File: config.mk
export PLATFORM = sky130hd
export DESIGN_NAME = qte_sqrt
export DESIGN_NICKNAME = d
export VERILOG_FILES = /design/src/qte_pkg.sv /design/src/qte_sqrt.sv
export SDC_FILE = /design/constraint.sdc
export NUM_CORES = 2
export LEC_CHECK = 0
export BUFFER_PORTS_ARGS = -buffer_cell sky130_fd_sc_hd__buf_4
export CAP_MARGIN = 40
export CORE_UTILIZATION = 55
export DETAILED_ROUTE_END_ITERATION = 6
export GPL_TIMING_DRIVEN = 0
export PLACE_DENSITY_LB_ADDON = 0.05
export REMOVE_ABC_BUFFERS = 1
export SYNTH_ARGS = -nofsm -noshare
export SYNTH_HDL_FRONTEND = slang
export SYNTH_SLANG_ARGS = --single-unit
File: constraint.sdc
create_clock -name i_clk -period 5.5 [get_ports i_clk]
set_input_delay 0.825 -clock i_clk [delete_from_list [all_inputs] [get_ports i_clk]]
set_output_delay 0.825 -clock i_clk [all_outputs]
set_load 0.01 [all_outputs]
File: src/qte_pkg.sv
// ----------------------------------------------------------------------------
// qte_pkg
// shared widths, constants and the arctangent table for quaternion_to_euler
// ----------------------------------------------------------------------------
package qte_pkg;

    localparam int CORDIC_STAGES = 16;
    localparam int SUM_W         = 35;
    localparam int CW            = 38;
    localparam int RAD_W         = 62;
    localparam int ROOT_W        = 31;
    localparam int SINP_W        = 31;
    localparam int MAG_W         = 30;

    localparam logic signed [SUM_W-1:0] ONE_Q30 = SUM_W'(64'sd1073741824);
    localparam logic [RAD_W-1:0]        ONE_Q60 = RAD_W'(64'd1) << 60;
    localparam logic [15:0]             PITCH_POS = 16'h4000;
    localparam logic [15:0]             PITCH_NEG = 16'hC000;
    localparam logic [31:0]             ACC_PI    = 32'h8000_0000;
    localparam logic [31:0]             ROUND_HALF = 32'h0000_8000;

    localparam logic [31:0] ATAN_TAB [32] = '{
        32'h20000000, 32'h12E4051E, 32'h09FB385B, 32'h051111D4,
        32'h028B0D43, 32'h0145D7E1, 32'h00A2F61E, 32'h00517C55,
        32'h0028BE53, 32'h00145F2F, 32'h000A2F98, 32'h000517CC,
        32'h00028BE6, 32'h000145F3, 32'h0000A2FA, 32'h0000517D,
        32'h000028BE, 32'h0000145F, 32'h00000A30, 32'h00000518,
        32'h0000028C, 32'h00000146, 32'h000000A3, 32'h00000051,
        32'h00000029, 32'h00000014, 32'h0000000A, 32'h00000005,
        32'h00000003, 32'h00000001, 32'h00000001, 32'h00000000
    };

    typedef struct packed {
        logic                     pole_pos;
        logic                     pole_neg;
        logic signed [SINP_W-1:0] sinp;
    } t_ptag;

endpackage

File: src/qte_sqrt.sv
// ----------------------------------------------------------------------------
// qte_sqrt
// pipelined floor square root, one root bit per stage, tag carried alongside
// ----------------------------------------------------------------------------
module qte_sqrt (
    input  logic                            i_clk,
    input  logic                            i_en,
    input  logic [qte_pkg::RAD_W-1:0]       i_rad,
    input  qte_pkg::t_ptag                  i_tag,
    output logic [qte_pkg::ROOT_W-1:0]      o_root,
    output qte_pkg::t_ptag                  o_tag
);
    import qte_pkg::*;

    logic [RAD_W-1:0]  r_rem [ROOT_W];
    logic [ROOT_W-1:0] r_q   [ROOT_W];
    t_ptag             r_tag [ROOT_W];

    for (genvar s = 0; s < ROOT_W; s++) begin : g_stage
        localparam int K = ROOT_W - 1 - s;
        logic [RAD_W-1:0]  p_rem;
        logic [ROOT_W-1:0] p_q;
        t_ptag             p_tag;
        logic [RAD_W-1:0]  trial;

        if (s == 0) begin : g_first
            assign p_rem = i_rad;
            assign p_q   = '0;
            assign p_tag = i_tag;
        end else begin : g_next
            assign p_rem = r_rem[s-1];
            assign p_q   = r_q[s-1];
            assign p_tag = r_tag[s-1];
        end

        assign trial = (RAD_W'(p_q) << (K + 1)) + (RAD_W'(1) << (2 * K));

        always_ff @(posedge i_clk) begin
            if (i_en) begin
                r_tag[s] <= p_tag;
                if (p_rem >= trial) begin
                    r_rem[s] <= p_rem - trial;
                    r_q[s]   <= p_q | (ROOT_W'(1) << K);
                end else begin
                    r_rem[s] <= p_rem;
                    r_q[s]   <= p_q;
                end
            end
        end
    end

    assign o_root = r_q[ROOT_W-1];
    assign o_tag  = r_tag[ROOT_W-1];

endmodule

Word-level counts from Yosys, hierarchy flattened
Memories as Yosys holds them, arrays and structs flattened.
Cells that the tools add are included.
{"block": "classes", "add_sub_neg": 61, "mul": 0, "div_mod_pow": 0, "order_cmp": 31, "n_eq_ne": 0, "shift": 0, "mux": 250, "bitwise": 62, "n_reduce_logical": 0}
{"operator": "62-bit two-way mux", "count": 31}
{"operator": "31-bit two-way mux", "count": 31}
{"operator": "1-bit two-way mux", "count": 188}
{"operator": "61-bit by 59-bit adder with 62-bit output, second input constant", "count": 1}
{"operator": "62-bit by 33-bit greater-or-equal comparator with 1-bit output", "count": 1}
{"operator": "62-bit by 34-bit greater-or-equal comparator with 1-bit output", "count": 1}
{"operator": "62-bit by 35-bit greater-or-equal comparator with 1-bit output", "count": 1}
{"operator": "62-bit by 36-bit greater-or-equal comparator with 1-bit output", "count": 1}
{"operator": "62-bit by 37-bit greater-or-equal comparator with 1-bit output", "count": 1}
{"operator": "62-bit by 38-bit greater-or-equal comparator with 1-bit output", "count": 1}
{"operator": "62-bit by 39-bit greater-or-equal comparator with 1-bit output", "count": 1}
{"operator": "62-bit by 40-bit greater-or-equal comparator with 1-bit output", "count": 1}
{"operator": "62-bit by 41-bit greater-or-equal comparator with 1-bit output", "count": 1}
{"operator": "62-bit by 42-bit greater-or-equal comparator with 1-bit output", "count": 1}
{"operator": "62-bit by 43-bit greater-or-equal comparator with 1-bit output", "count": 1}
{"operator": "62-bit by 44-bit greater-or-equal comparator with 1-bit output", "count": 1}
{"operator": "62-bit by 45-bit greater-or-equal comparator with 1-bit output", "count": 1}
{"operator": "62-bit by 46-bit greater-or-equal comparator with 1-bit output", "count": 1}
{"operator": "62-bit by 47-bit greater-or-equal comparator with 1-bit output", "count": 1}
{"operator": "62-bit by 48-bit greater-or-equal comparator with 1-bit output", "count": 1}
{"operator": "62-bit by 49-bit greater-or-equal comparator with 1-bit output", "count": 1}
{"operator": "62-bit by 50-bit greater-or-equal comparator with 1-bit output", "count": 1}
{"operator": "62-bit by 51-bit greater-or-equal comparator with 1-bit output", "count": 1}
{"operator": "62-bit by 52-bit greater-or-equal comparator with 1-bit output", "count": 1}
{"operator": "72 further kinds", "count": 133}
{"block": "word_totals", "reg_bits": 0, "latchBits": 0, "mem_bits_rw": 3906, "romBits": 0, "input_bits": 97, "out_inout_bits": 64, "elab_cells": 407, "memories": 3}
{"memory": "r_rem", "depth": 31, "word_bits": 62, "read_ports": 30, "rd_clocked_by_memory_dff": 0, "wr": 31, "line_no": "qte_sqrt.sv:15", "rtl": "logic [RAD_W-1:0] r_rem [ROOT_W];"}
{"memory": "r_tag", "depth": 31, "word_bits": 33, "read_ports": 31, "rd_clocked_by_memory_dff": 0, "wr": 31, "line_no": "qte_sqrt.sv:17", "rtl": "t_ptag r_tag [ROOT_W];"}
{"memory": "r_q", "depth": 31, "word_bits": 31, "read_ports": 31, "rd_clocked_by_memory_dff": 0, "wr": 31, "line_no": "qte_sqrt.sv:16", "rtl": "logic [ROOT_W-1:0] r_q [ROOT_W];"}

Longest topological paths before layout
An unclocked memory read counts as a cell.
{"block": "depth", "depth_word": 7, "depth_mapped": 15, "mapped_depth_nobuf": 12}

Worst setup path after synthesis
No wires, ideal clock.
{"block": "synth_timing", "path_kind": "input to register", "start": "input i_en", "end": "memory r_q[25][5], in the netlist r_q[1][284], enable pin", "setup_ps": 478, "t_arrival_ps": 4281, "t_required_ps": 5022, "setup_slack_ps": 741, "stages": 5, "n_path_buf": 5, "cell_sequence": "clkbuf_1 -> clkbuf_1 -> clkbuf_1 -> clkbuf_1 -> clkbuf_1"}
{"item": "start, declared", "line_no": "qte_sqrt.sv:7", "rtl": "input logic i_en,"}
{"item": "end, declared", "line_no": "qte_sqrt.sv:16"}

==> results by group <==
Status
  • Status: completed

Power and ir drop
  • Pleak: 59.7 nW
  • Power Dens Cells: approximately 420 nW/µm²
  • Total power: roughly 70 mW
  • Worst VDD drop: about 0.00035 V

Synth
  • Register area share after synthesis: between 60% and 70%
  • Ys flop type: edfxtp_1
  • Avg Cell Area, Syn: 14.1 µm²
  • Synth area leader: edfxtp_1
  • Yosys warnings: 0
  • Count leader, synth: edfxtp_1
  • #FFs+latches synth: 3379
  • Asr flop ratio synth: 0%
  • Post-synth top area share: 69.7%
  • Mapped Area: 146000 µm²
  • Cells after Synth: a little over 10000
  • Synth cell count leaders: edfxtp_1, nand2_1, inv_1, nor2_1, a21oi_1
  • Top post-synthesis cells by area: edfxtp_1, ha_1, xnor2_1
  • Number of synthesized flops with an enable pin: 3379
  • Synth cell types: 96

Die
  • # rows: 188
  • CORE AREA: 263000 µm²
  • DIE HEIGHT: 517 µm
  • Die area: 267000 µm²
  • Ports: about 160
  • Starting density of the core: between 50% and 60%
  • Die width: 517 µm

Worst setup path
  • CP Class: in -> reg
  • Startpoint types: input pin
  • Crit Path Max Fanout: 187
  • Critical-path cell list: buf_16 -> buf_16 -> buf_16 -> buf_16 -> nor4b_1 -> nand4_1 -> a21oi_4 -> nor3b_1 -> nand2b_1 -> xnor2_1
  • Slowest stage delay, CP: 0.71 ns
  • Worst path top cell family by delay: buffers and inverters
  • CP arrival: around 5.9 ns
  • Slowest CP cell: a21oi_4
  • WP buf/inv: 4
  • Critical Path RT: 6.16 ns
  • Most used cell, CP: buf_16
  • CP Capture Type: flip-flop

Route
  • Post-DR wirelength/cell: 23.6 µm
  • TritonRoute pass-1 iters: 6
  • Vias per cell: between 5 and 6
  • Routed WL: 345 mm
  • DRT antenna net count: 0
  • Vias post-DR: 84400
  • DRT iter0 DRCs: 6750
  • DRC: 0

Global routing
  • GRT Total Usage: 25.6%
  • Initial antenna violation count: 19
  • Vias in the first global route: 83100
  • Remaining global-route overflow: 0
  • Largest net degree at the start of global routing: just over 200
  • First-pass GRT wire length: 511 mm

STA
  • Hold WS: approximately 0.074 ns
  • Setup violations, final: 0
  • Minimum clock period: 5.27 ns
  • Max Clock Freq: 0.190 GHz
  • Max_slew headroom: about 15%
  • Max Slew Vio Count: 0
  • Worst Tran Pin Value: 1.28 ns
  • Setup ws final: between 0.2 and 0.25 ns
  • RSZ-0062 raised after global routing: false
  • Clock skew: 0.0672 ns
  • Final hold violation count: 0
  • Post-route clock period utilization: a little over nine tenths

Hold path
  • Worst Hold Class: in -> reg

Cells and area
  • Post-Layout Cell Count: 14700
  • Share of cells above drive strength 1: 8.25%
  • Area delta synth->final: 12.3%
  • Nets: roughly 11000
  • Final instance area: 163000 µm²

Clocking
  • Clock sinks: around 3400
  • H-tree levels: 5
  • Post-CTS Setup Inserts: 0
  • Reg clk slew, reported paths: 0.06 ns
  • CTS Buf Count: 345
  • CTS resizes: 0
  • Longest Clk Path Bufs: 4
  • Hold buffer count at cts: 0
  • Clk root buf: clkbuf_16
  • CTS tree: done
  • Insertion delay to the later sink of the worst-skew pair: 0.94 ns

Place
  • Post-place instance area: between 150000 and 200000 µm²
  • Dpl ws: -0.956 ns
  • Gp weighted congestion: 0.966
  • Dpl cells: 13900
  • I/O Buffers: 160
  • HPWL after detailed placement: 259 mm

Job
  • Number of max-cap violations: 0
-- where the power goes --
part | switching (mW) | internal (mW)
clock | 9.83 | 13.7
combinational | 7.21 | 4.41
sequential | 2.02 | 31.8
total | 19.1 | 49.9
-- sequential cells by signal, summed over array words and instances (netlist names) --
signal,flops
r_rem,1860
r_tag,1023
r_q,496
-- final timing paths --
check / from / to / slack [ns] / depth (start not counted)
worst max-delay path: i_en / r_rem[1][490] / 0.23 / 10
worst min-delay path: i_rad[47] / r_rem[0][47] / 0.07 / 1
worst max register to register: r_rem[1][776] / r_rem[1][862] / 0.59 / 10
worst min register to register: r_tag[0][105] / r_tag[0][138] / 0.40 / 0
-- worst register-to-register path: cells and delay by family, from the launching register on --
family | cells | cell delay [ns]
AOI/OAI and AO/OA | 2 | 1.17
adders and majority gates | 1 | 0.50
xor gates and xnor gates | 1 | 0.12
DFF | 1 | 0.43
and+or+nand+nor | 6 | 2.42
-- cell families after synthesis --
logic type / after synthesis / share of synthesized area, %
AO/OA/AOI/OAI: 1733 / 7.43
multiplexers: 73 / 0.558
XOR/XNOR: 831 / 5.00
flip-flops: 3379 / 69.7
AND/OR/NAND/NOR: 2934 / 10.5
buffers and inverters: 887 / 2.31
adder cells (fa/ha/maj): 525 / 4.51
-- area by class of cell --
class / instances / area, µm²
Inverter: 645 / 2420
Antenna cell: 124 / 310
Fill cell: 19500 / 99300
Clock inverter: 213 / 2320
Tap cell: 3515 / 4400
Timing Repair Buffer: 260 / 2530
Sequential cell: 3379 / 101000
Clock buffer: 418 / 9080
Multi-Input combinational cell: 6096 / 41000
-- cells in the final DEF (no fill, tap or decap), types with 65 or more instances in the layout --
cell type / synthesis / layout
a21o_1: 208 / 208
a21oi_1: 529 / 529
buf_4: 1 / 176
clkbuf_1: 213 / 65
clkbuf_16: 0 / 355
clkinv_1: 1 / 80
diode_2: 0 / 124
edfxtp_1: 3379 / 3379
ha_1: 525 / 525
inv_1: 643 / 643
nand2_1: 682 / 682
nand2b_1: 113 / 113
nand3_1: 164 / 163
nand4_1: 168 / 168
nor2_1: 595 / 594
nor3_1: 264 / 263
nor4_1: 351 / 346
o21a_1: 86 / 86
o21ai_0: 482 / 480
or3_1: 123 / 123
or4_1: 74 / 74
xnor2_1: 427 / 427
xor2_1: 404 / 404
-- metrics by stage --
stage	utilization, %	TNS, ns
2_1_floorplan	-	0
3_3_place_gp	57.2	-
3_5_place_dp	57.7	-56.63
4_1_cts	62.1	0
5_1_grt	62.2	0
6_report	62.2	0
-- layer usage --
metal	up-vias	global-route usage, %	part of all wire [%]
met5	-	0	0
met4	0	13.8	5.6
met3	701	2.56	3.4
met2	2113	47.2	53
met1	41500	29.0	38
li1	40100	-	-
No activity file was read; power rests on OpenSTA's default activity.
